**src/sv/plpwo_pkg.sv**
```systemverilog
// Shared types and constants for the parallel LED pulse-width output block.
// Used by the channel interfaces, the pulse engine and the top level.
package plpwo_pkg;

  localparam int unsigned PinCount  = 16;
  localparam int unsigned PinWidth  = 16;
  localparam int unsigned TimeWidth = 16;
  localparam int unsigned CfgIdxWidth = 2;

  // Pins at or above PinCount never drive high.
  localparam logic [PinWidth-1:0] UsablePins =
      PinWidth'((64'(1) << PinCount) - 64'(1));

  localparam logic [TimeWidth-1:0] CountMax = '1;

  typedef enum logic [CfgIdxWidth-1:0] {
    REG_PIN_MASK   = 2'd0,
    REG_ZERO_HIGH  = 2'd1,
    REG_ONE_HIGH   = 2'd2,
    REG_BIT_PERIOD = 2'd3
  } cfg_reg_e;

  typedef struct packed {
    logic [PinWidth-1:0]  pin_mask;
    logic [TimeWidth-1:0] zero_high_cycles;
    logic [TimeWidth-1:0] one_high_cycles;
    logic [TimeWidth-1:0] bit_period_cycles;
  } cfg_t;

  typedef struct packed {
    logic                slice_valid;
    logic [PinWidth-1:0] data_bits;
    logic [PinWidth-1:0] active_bits;
  } slice_t;

  typedef struct packed {
    logic [PinWidth-1:0] pin_levels;
    logic                slice_taken;
    logic                busy_res;
  } result_t;

endpackage

```
**src/sv/plpwo_if.sv**
```systemverilog
// Valid/ready channel interfaces: slice input, result output, register writes.
// Depends on plpwo_pkg.
interface plpwo_slice_if;
  logic                          valid;
  logic                          ready;
  logic                          slice_valid;
  logic [plpwo_pkg::PinWidth-1:0] data_bits;
  logic [plpwo_pkg::PinWidth-1:0] active_bits;

  modport source (output valid, slice_valid, data_bits, active_bits, input ready);
  modport sink   (input valid, slice_valid, data_bits, active_bits, output ready);
endinterface

interface plpwo_result_if;
  logic                          valid;
  logic                          ready;
  logic [plpwo_pkg::PinWidth-1:0] pin_levels;
  logic                          slice_taken;
  logic                          busy_res;

  modport source (output valid, pin_levels, slice_taken, busy_res, input ready);
  modport sink   (input valid, pin_levels, slice_taken, busy_res, output ready);
endinterface

interface plpwo_cfg_if;
  logic                             valid;
  logic                             ready;
  logic [plpwo_pkg::CfgIdxWidth-1:0] index;
  logic [plpwo_pkg::TimeWidth-1:0]   wdata;

  modport source (output valid, index, wdata, input ready);
  modport sink   (input valid, index, wdata, output ready);
endinterface

```
**src/sv/parallel_led_pulse_width_output.sv**
```systemverilog
// Top level of the parallel LED pulse-width output block.
// Depends on plpwo_pkg, the plpwo_*_if interfaces and plpwo_pulse.
//
// Usage:
//   slice_i  : one item per timer tick: slice_valid, data_bits, active_bits.
//   result_o : one item per input item: pin_levels, slice_taken, busy_res.
//   cfg_i    : register writes (pin mask, zero-high, one-high, bit period),
//              always ready; write only while the block is idle.
// Each item is captured in an input register, stepped through the pulse
// engine once the result register is free or being drained, and held in a
// result register. Throughput is one item per cycle while the receiver does
// not stall; the pulse engine step between the two registers is
// combinational.
// The input register accepts a new item while a result is waiting, as long
// as the result register can move on.
// Reset clears both registers, sets the timing registers to 63/127/199,
// the mask to zero and the period counter to expired, so the first offered
// slice is taken at once. When the receiver stalls, the result holds, the
// pulse engine stops and, once the input register is full, slice_i.ready
// drops; pulse timing advances only with accepted items.
module parallel_led_pulse_width_output (
  input  logic clk_i,
  input  logic rst_ni,
  plpwo_slice_if.sink    slice_i,
  plpwo_result_if.source result_o,
  plpwo_cfg_if.sink      cfg_i
);

  plpwo_pkg::cfg_t    cfg_q;
  plpwo_pkg::slice_t  in_q;
  logic               in_valid_q;
  plpwo_pkg::result_t res_d, res_q;
  logic               out_valid_q;
  logic               advance;

  // Step the held item when the result register is free or being drained.
  assign advance       = in_valid_q && (!out_valid_q || result_o.ready);
  assign slice_i.ready = !in_valid_q || advance;
  assign cfg_i.ready   = 1'b1;

  always_ff @(posedge clk_i or negedge rst_ni) begin
    if (!rst_ni) begin
      cfg_q.pin_mask          <= '0;
      cfg_q.zero_high_cycles  <= plpwo_pkg::TimeWidth'(63);
      cfg_q.one_high_cycles   <= plpwo_pkg::TimeWidth'(127);
      cfg_q.bit_period_cycles <= plpwo_pkg::TimeWidth'(199);
    end else if (cfg_i.valid) begin
      case (plpwo_pkg::cfg_reg_e'(cfg_i.index))
        plpwo_pkg::REG_PIN_MASK:   cfg_q.pin_mask          <= cfg_i.wdata;
        plpwo_pkg::REG_ZERO_HIGH:  cfg_q.zero_high_cycles  <= cfg_i.wdata;
        plpwo_pkg::REG_ONE_HIGH:   cfg_q.one_high_cycles   <= cfg_i.wdata;
        plpwo_pkg::REG_BIT_PERIOD: cfg_q.bit_period_cycles <= cfg_i.wdata;
        default: ;
      endcase
    end
  end

  always_ff @(posedge clk_i or negedge rst_ni) begin
    if (!rst_ni) begin
      in_valid_q <= 1'b0;
    end else if (slice_i.ready) begin
      in_valid_q <= slice_i.valid;
    end
  end

  always_ff @(posedge clk_i) begin
    if (slice_i.valid && slice_i.ready) begin
      in_q.slice_valid <= slice_i.slice_valid;
      in_q.data_bits   <= slice_i.data_bits;
      in_q.active_bits <= slice_i.active_bits;
    end
  end

  plpwo_pulse u_pulse (
    .clk_i    (clk_i),
    .rst_ni   (rst_ni),
    .step_i   (advance),
    .cfg_i    (cfg_q),
    .slice_i  (in_q),
    .result_o (res_d)
  );

  always_ff @(posedge clk_i or negedge rst_ni) begin
    if (!rst_ni) begin
      out_valid_q <= 1'b0;
    end else if (advance) begin
      out_valid_q <= 1'b1;
    end else if (result_o.ready) begin
      out_valid_q <= 1'b0;
    end
  end

  always_ff @(posedge clk_i) begin
    if (advance) begin
      res_q <= res_d;
    end
  end

  assign result_o.valid       = out_valid_q;
  assign result_o.pin_levels  = res_q.pin_levels;
  assign result_o.slice_taken = res_q.slice_taken;
  assign result_o.busy_res    = res_q.busy_res;

  a_step_fills_result: assert property (@(posedge clk_i) disable iff (!rst_ni)
    advance |=> out_valid_q) else $error("stepped item lost before result register");

  a_held_item_stays: assert property (@(posedge clk_i) disable iff (!rst_ni)
    (in_valid_q && !advance) |=> in_valid_q) else $error("held item dropped");

  a_no_step_on_stall: assert property (@(posedge clk_i) disable iff (!rst_ni)
    (out_valid_q && !result_o.ready) |-> !advance)
    else $error("engine stepped while result stalled");

endmodule

```
**src/sv/plpwo_pulse.sv**
```systemverilog
// Pulse engine: period counter, pulse phase, zero-pin latch and pin register.
// One step per advanced item. Depends on plpwo_pkg.
module plpwo_pulse (
  input  logic              clk_i,
  input  logic              rst_ni,
  input  logic              step_i,
  input  plpwo_pkg::cfg_t   cfg_i,
  input  plpwo_pkg::slice_t slice_i,
  output plpwo_pkg::result_t result_o
);

  logic [plpwo_pkg::TimeWidth-1:0] cnt_q, cnt_d, cnt_inc;
  logic                            phase_q, phase_d;
  logic [plpwo_pkg::PinWidth-1:0]  zero_q, zero_d;
  logic [plpwo_pkg::PinWidth-1:0]  pins_q, pins_d;
  logic [plpwo_pkg::PinWidth-1:0]  enabled;
  logic                            take;

  assign enabled = cfg_i.pin_mask & plpwo_pkg::UsablePins;
  assign cnt_inc = (cnt_q == plpwo_pkg::CountMax) ? cnt_q
                                                  : cnt_q + plpwo_pkg::TimeWidth'(1);
  assign take = slice_i.slice_valid && !phase_q && (cnt_inc >= cfg_i.bit_period_cycles);

  always_comb begin
    cnt_d   = cnt_inc;
    phase_d = phase_q;
    zero_d  = zero_q;
    pins_d  = pins_q;
    if (take) begin
      cnt_d   = '0;
      phase_d = 1'b1;
      pins_d  = pins_q | enabled;
      zero_d  = enabled & ~(slice_i.data_bits & slice_i.active_bits);
    end
    if (phase_d) begin
      // drop zero pins first, then everything at the end of the long pulse
      if (cnt_d >= cfg_i.zero_high_cycles) begin
        pins_d = pins_d & ~zero_d;
      end
      if (cnt_d >= cfg_i.one_high_cycles) begin
        pins_d  = '0;
        phase_d = 1'b0;
      end
    end
  end

  always_comb begin
    result_o.pin_levels  = pins_d;
    result_o.slice_taken = take;
    result_o.busy_res    = phase_d || (cnt_d < cfg_i.bit_period_cycles);
  end

  always_ff @(posedge clk_i or negedge rst_ni) begin
    if (!rst_ni) begin
      cnt_q   <= plpwo_pkg::CountMax;
      phase_q <= 1'b0;
      zero_q  <= '0;
      pins_q  <= '0;
    end else if (step_i) begin
      cnt_q   <= cnt_d;
      phase_q <= phase_d;
      zero_q  <= zero_d;
      pins_q  <= pins_d;
    end
  end

  a_no_take_in_pulse: assert property (@(posedge clk_i) disable iff (!rst_ni)
    phase_q |-> !take) else $error("slice taken while a pulse is high");

  a_pins_low_when_idle: assert property (@(posedge clk_i) disable iff (!rst_ni)
    !phase_q |-> (pins_q == '0)) else $error("pins high outside a pulse");

  a_take_restarts_count: assert property (@(posedge clk_i) disable iff (!rst_ni)
    (step_i && take) |=> (cnt_q == '0)) else $error("counter not cleared on rise");

endmodule

```
**src/flat_wrapper.sv**
```systemverilog
// flat-port wrapper written by rule: the top's interface ports become plain ports
module parallel_led_pulse_width_output_flat 
  (clk_i, rst_ni, slice_i_valid, slice_i_slice_valid, slice_i_data_bits, slice_i_active_bits, slice_i_ready, result_o_valid, result_o_pin_levels, result_o_slice_taken, result_o_busy_res, result_o_ready, cfg_i_valid, cfg_i_index, cfg_i_wdata, cfg_i_ready);
  plpwo_slice_if slice_i_i ();
  plpwo_result_if result_o_i ();
  plpwo_cfg_if cfg_i_i ();
  input  logic clk_i;
  input  logic rst_ni;
  input wire logic [$bits(slice_i_i.valid)-1:0] slice_i_valid;
  input wire logic [$bits(slice_i_i.slice_valid)-1:0] slice_i_slice_valid;
  input wire logic [$bits(slice_i_i.data_bits)-1:0] slice_i_data_bits;
  input wire logic [$bits(slice_i_i.active_bits)-1:0] slice_i_active_bits;
  output wire logic [$bits(slice_i_i.ready)-1:0] slice_i_ready;
  output wire logic [$bits(result_o_i.valid)-1:0] result_o_valid;
  output wire logic [$bits(result_o_i.pin_levels)-1:0] result_o_pin_levels;
  output wire logic [$bits(result_o_i.slice_taken)-1:0] result_o_slice_taken;
  output wire logic [$bits(result_o_i.busy_res)-1:0] result_o_busy_res;
  input wire logic [$bits(result_o_i.ready)-1:0] result_o_ready;
  input wire logic [$bits(cfg_i_i.valid)-1:0] cfg_i_valid;
  input wire logic [$bits(cfg_i_i.index)-1:0] cfg_i_index;
  input wire logic [$bits(cfg_i_i.wdata)-1:0] cfg_i_wdata;
  output wire logic [$bits(cfg_i_i.ready)-1:0] cfg_i_ready;
  assign slice_i_i.valid = slice_i_valid;
  assign slice_i_i.slice_valid = slice_i_slice_valid;
  assign slice_i_i.data_bits = slice_i_data_bits;
  assign slice_i_i.active_bits = slice_i_active_bits;
  assign slice_i_ready = slice_i_i.ready;
  assign result_o_valid = result_o_i.valid;
  assign result_o_pin_levels = result_o_i.pin_levels;
  assign result_o_slice_taken = result_o_i.slice_taken;
  assign result_o_busy_res = result_o_i.busy_res;
  assign result_o_i.ready = result_o_ready;
  assign cfg_i_i.valid = cfg_i_valid;
  assign cfg_i_i.index = cfg_i_index;
  assign cfg_i_i.wdata = cfg_i_wdata;
  assign cfg_i_ready = cfg_i_i.ready;
  parallel_led_pulse_width_output u_core (.clk_i(clk_i), .rst_ni(rst_ni), .slice_i(slice_i_i), .result_o(result_o_i), .cfg_i(cfg_i_i));
endmodule
```
**config.mk**
```make
export PLATFORM = sky130hd
export DESIGN_NAME = parallel_led_pulse_width_output_flat
export DESIGN_NICKNAME = d
export VERILOG_FILES = /design/src/sv/plpwo_pkg.sv /design/src/sv/plpwo_if.sv /design/src/sv/parallel_led_pulse_width_output.sv /design/src/sv/plpwo_pulse.sv /design/src/flat_wrapper.sv
export SDC_FILE = /design/constraint.sdc
export NUM_CORES = 1
export LEC_CHECK = 0
export ABC_CLOCK_PERIOD_IN_PS = 6310
export BUFFER_PORTS_ARGS = -buffer_cell sky130_fd_sc_hd__clkbuf_2
export CELL_PAD_IN_SITES_DETAIL_PLACEMENT = 0
export CELL_PAD_IN_SITES_GLOBAL_PLACEMENT = 2
export CORE_MARGIN = 5
export CORE_UTILIZATION = 40
export CTS_CLUSTER_DIAMETER = 60
export DETAILED_ROUTE_END_ITERATION = 12
export MAX_ROUTING_LAYER = met4
export PLACE_DENSITY = 0.86
export REMOVE_ABC_BUFFERS = 1
export SYNTH_ARGS = -nofsm -noshare
export SYNTH_HDL_FRONTEND = slang
export SYNTH_SLANG_ARGS = --single-unit
```
**constraint.sdc**
```tcl
create_clock -name clk_i -period 6.31 [get_ports clk_i]
set_input_delay 0.3155 -clock clk_i [delete_from_list [all_inputs] [get_ports clk_i]]
set_output_delay 0.3155 -clock clk_i [all_outputs]
set_load 0.02 [all_outputs]
```
==> Word level (Yosys, flattened, before mapping) <==
Index checks and enable logic that the tools add are counted.
{ "word_totals": {"word_cells": 59, "in_bits": 56, "output_inout_bits": 21, "reg_bits": 166} }
{ "op_classes": {"order_cmp": 4, "n_addsub": 1, "n_bitwise": 6, "n_reduce_logical": 16, "eq_ne": 4, "mux": 12} }
{ "op_table": {"columns": ["cell", "n"], "rows": [
  ["16-bit 2-to-1 mux", 7],
  ["16-bit AND", 3],
  ["16-bit greater-or-equal comparator", 3],
  ["16-bit NOT", 2],
  ["16-bit by 1-bit adder with 16-bit output, second input constant", 1],
  ["16-bit == test, second input constant", 1],
  ["16-bit < comparator", 1],
  ["16-bit OR", 1],
  ["2-bit AND reduction", 4],
  ["1-bit 2-to-1 mux", 5],
  ["2-bit == test, second input constant", 2],
  ["1-bit logical AND", 4],
  ["1-bit zero test", 3],
  ["1-bit logical OR", 3],
  ["2-bit by 1-bit == test with 1-bit output, second input constant", 1],
  ["2-bit zero test", 1],
  ["2-bit nonzero test", 1]
]} }

==> Depth between registers and ports, before layout <==
{ "depth": {"ltp_word": 10, "mapped_depth": 23, "depth_no_buf": 20} }

==> Cells and area by module <==
Synthesis repeated with hierarchy kept, for this count alone.
{ "unflattened": {"hier_cells": 744, "hier_area_um2": 8914.8} }
{ "modules_own_cells": {"columns": ["module", "cells_per_inst", "area_per_inst_um2", "instances"], "rows": [
  ["plpwo_pulse", 547, 4849.7, 1],
  ["parallel_led_pulse_width_output", 197, 4065.1, 1]
]} }

==> Worst setup path before layout <==
OpenSTA, ideal clock, no wires.
{ "synth_path": {"path_type": "reg2reg", "start": "register u_core.u_pulse.cnt_q[0] in the netlist's numbering", "end": "register u_core.res_q (netlist bit u_core.result_o.pin_levels[12]) (data pin)", "synth_period_minus_slack_ns": 5.554, "path_stages_with_launch": 24, "slack_ns": 0.756, "arrival_time_ns": 5.397, "required_time_ns": 6.153, "path_buffers": 3, "cell_sequence": "dfstp_2 ha_1 nand4_1 nor4_2 nor2_1 nand2_1 xnor2_1 ha_1 and2_1 nand4_1 or4_4 a311oi_2 clkbuf_1 nor2b_1 ha_1 a21o_1 a21oi_1 o311ai_0 a221oi_1 o211ai_1 and2_1 buf_2 buf_4 nor3_1"} }
{ "synth_rtl": {"columns": ["item", "line", "text"], "rows": [
  ["start: declaration", "plpwo_pulse.sv:12", "logic [plpwo_pkg::TimeWidth-1:0] cnt_q, cnt_d, cnt_inc;"],
  ["start signal: assignment", "plpwo_pulse.sv:55", "cnt_q <= plpwo_pkg::CountMax;"],
  ["start signal: assignment", "plpwo_pulse.sv:60", "cnt_q <= cnt_d;"],
  ["end signal: assignment", "parallel_led_pulse_width_output.sv:95", "res_q <= res_d;"],
  ["end: declaration", "parallel_led_pulse_width_output.sv:32", "plpwo_pkg::result_t res_d, res_q;"]
]} }

==> results by group <==
Synth
  – Main flop type after synthesis: dfrtp_1
  – Synth cell types: 50
  – Synth top area share: 24.0%
  – Most area-consuming cells after synthesis: dfrtp_1 24%, edfxtp_1 18%, dfstp_2 11%
  – Yosys reg bits: 166
  – Syn. warnings: 0
  – Cells after synthesis: 745
  – Post-synth EDFFs: 51
  – Async set-reset flop share out of synthesis: 69.3%
  – Area leader, netlist: dfrtp_1
  – Post-synthesis average cell area: 11.4 um^2
  – Sequential-to-total area share from yosys stat: 52.6%
  – Mapped Area: 8460 um^2

Clock network
  – H-tree Lvls: 4
  – Root buf cell: clkbuf_16
  – CTS tree: yes
  – Clk slew on worst S/H paths: 0.07 ns
  – Inserted Clock Buffers: 17
  – Clk sinks: 166
  – Clock buffer depth: 2
  – Worst skew pair latency: 0.43 ns

Floorplanning
  – FP Rows: 53
  – Io pins: 77
  – Die W: 155 um
  – Total core area: 21000 um^2
  – Vert. Die Dim: 155 um
  – Starting density of the core: 40.4%
  – Die ar.: 24200 um^2

Run status
  – Status: complete, no violations

Placed design
  – Final GP Congestion: 0.844
  – Post-Place Cells: 1081
  – Post-DP HPWL: 14000 um
  – IO Port Bufs: 75

Setup path
  – CP cell instances: nand4_1 > or2_2 > nor2_1 > nand3_1 > xnor2_1 > nand2_1 > ha_1 > and4_1 > nand4_1 > or4_4 > a311oi_4 > nor2b_1 > ha_1 > a21o_1 > a21oi_1 > o311ai_0 > a221oi_1 > o211ai_1 > and2_1 > buf_4 > nor3_1
  – Critical Path Sink Type: flip-flop
  – Max incr delay on CP: 0.59 ns
  – CP startpoint kind: flip-flop
  – CP Class: reg2reg
  – CP Max Fanout: 6
  – Critical Path AT: 6.12 ns
  – Critical-path top delay cell: or4_4
  – CP required: 6.57 ns

Route
  – DR vias: 5918
  – DR WL/cell: 17.8 um
  – DRC viols: 0
  – DRT Pass-1 Iters: 4
  – 1st-iter DRT viols: 355
  – Final WL: 20000 um
  – Detail Route Antenna Nets: 0
  – Routed vias/inst: 5.28

Global route
  – Total congestion overflow: 0
  – Pin count of the biggest net entering global routing: 73
  – First-pass GRT wire length: 33300 um
  – Initial antenna violation count: 0
  – Number of global-route vias before repair: 6202
  – GRT Overall Usage: 17.9%

Final layout
  – Fin cells: 1120
  – Area of the multi-input gates: 3720 um^2
  – Commonest non-fill, non-tap cell in the layout: dfrtp_1
  – Layout fillers: 2019
  – Diode count: 0
  – Fraction of layout cells with a size suffix above 1: 29.0%
  – Nets@finish: 949
  – Most frequent cells in the layout: 81 x dfrtp_1, 74 x clkbuf_2, 73 x mux2_2
  – P&R area growth vs syn: 17.1%
  – Sequential cell area: 4450 um^2

Hold path
  – HP Class: in2reg

Pwr
  – Peak supply drop: 0.176 mV
  – Leak: 4.38 nW
  – Tot Pwr: 3.07 mW
  – Cell Pwr Density: 310 nW/um^2

Timing
  – Max Freq: 0.171 GHz
  – Min Tclk post-route: 5.86 ns
  – Worst Tran Pin Value: 1.07 ns
  – Slew Limit Fails: 0
  – Worst slew margin: 28.7%
  – Clk_skew: 0.00795 ns
  – Setup TNS: 0 ns
  – Final period util: 92.8%
  – RSZ-0062 raised after global routing: false
  – Setup-failing EPs final: 0
  – Hold Fails Final Rpt: 0

Run
  – Max-cap violations: 0
[report_power, final]
part           leakage (nW)  switching [mW]  internal, mW
Clock                 0.315           0.467         0.675
Combinational          2.19           0.326         0.243
Sequential             1.87          0.0886          1.27
[registers in the layout, indices dropped and copies added, names as in the netlist]
register                     flops
u_core.result_o.slice_taken      1
u_core.result_o.busy_res         1
u_core.u_pulse.zero_q           16
u_core.u_pulse.pins_q           16
u_core.u_pulse.phase_q           1
u_core.cfg_q                    64
u_core.in_valid_q                1
u_core.result_o.pin_levels      16
u_core.in_q                     33
u_core.result_o.valid            1
u_core.u_pulse.cnt_q            16
[cells by family after synthesis]
family,count (synthesis),share of synthesized area (%)
buffers and inverters,82,3.89
AND/OR/NAND/NOR,201,11.7
flip-flops,166,52.6
AO/OA/AOI/OAI,134,9.98
other,1,0.0443
XOR/XNOR,11,1.14
multiplexers,89,11.6
adder cells (fa/ha/maj),61,9.02
[stage by stage]
step	worst slack [ns]	area, um^2	utilization (%)	hold WS, ns
3_3_place_gp	0.355	9210	43.9	0.348
2_1_floorplan	-2.08	8330	-	0.0199
3_5_place_dp	0.284	9210	43.9	0.367
6_report	0.452	9910	47.3	0.0593
4_1_cts	0.251	9850	47.0	0.0399
5_1_grt	0.00298	9910	47.3	0.0347
[routing by layer]
layer | GRT usage [%] | up-vias | part of all wire, %
li1 | - | 2877 | -
met1 | 24.7 | 2906 | 49
met2 | 27.6 | 108 | 46
met3 | 3.12 | 27 | 3.2
met4 | 4.63 | 0 | 1.5
met5 | - | - | 0
[worst max-delay path, delay by kind of cell (launching register included)]
kind	cells	cell delay, ns
compound gates	6	1.50
xor+xnor	1	0.22
fa+ha+maj	2	0.68
buf+inv	1	0.22
flops	1	0.57
simple gates	11	2.49
[layout make-up]
class                      instances  share of cell area [%]
tap                              275                    3.47
sequential                       166                    44.9
timing repair buffer              97                    5.63
clock inverter                    15                    2.15
multi-input combinational        498                    37.5
inverter                          52                    1.97
clock buffer                      17                    4.29
[what timing repair did]
item / in CTS / in global routing
setup buffers: 0 / 5
resized for setup: 0 / 0
endpoints found under the hold margin: 21 / 0
hold buffers: 1 / 0
endpoints found under the setup margin: 0 / 32
[synth_stat cells (16+ instances only)]
cell and n:
a21boi_0 16, a21oi_1 43, a31oi_1 17, clkbuf_1 19
dfrtp_1 81, dfstp_2 34, edfxtp_1 51, ha_1 61
inv_1 51, mux2_2 73, mux2i_1 16, nand2_1 55
nor2_1 31, nor3_1 50, o21ai_0 24
[worst paths after layout]
check | startpoint | to | slack [ns] | cells after the start
max in group asynchronous | rst_ni | u_core.cfg_q[45]$_DFFE_PN0P_ | 4.53 | 3
max reg2reg | u_core.u_pulse.cnt_q[7]$_DFFE_PN1P_ | u_core.result_o.pin_levels[13]$_DFFE_PP_ | 0.45 | 21
min | slice_i_active_bits[15] | u_core.in_q[15]$_DFFE_PP_ | 0.06 | 1
min reg2reg | u_core.u_pulse.zero_q[5]$_DFFE_PN0P_ | u_core.u_pulse.zero_q[5]$_DFFE_PN0P_ | 0.48 | 2
max | u_core.u_pulse.cnt_q[7]$_DFFE_PN1P_ | u_core.result_o.pin_levels[13]$_DFFE_PP_ | 0.45 | 21
min in group asynchronous | rst_ni | u_core.u_pulse.zero_q[4]$_DFFE_PN0P_ | 0.43 | 2
Power figures use the tool's default switching activity.
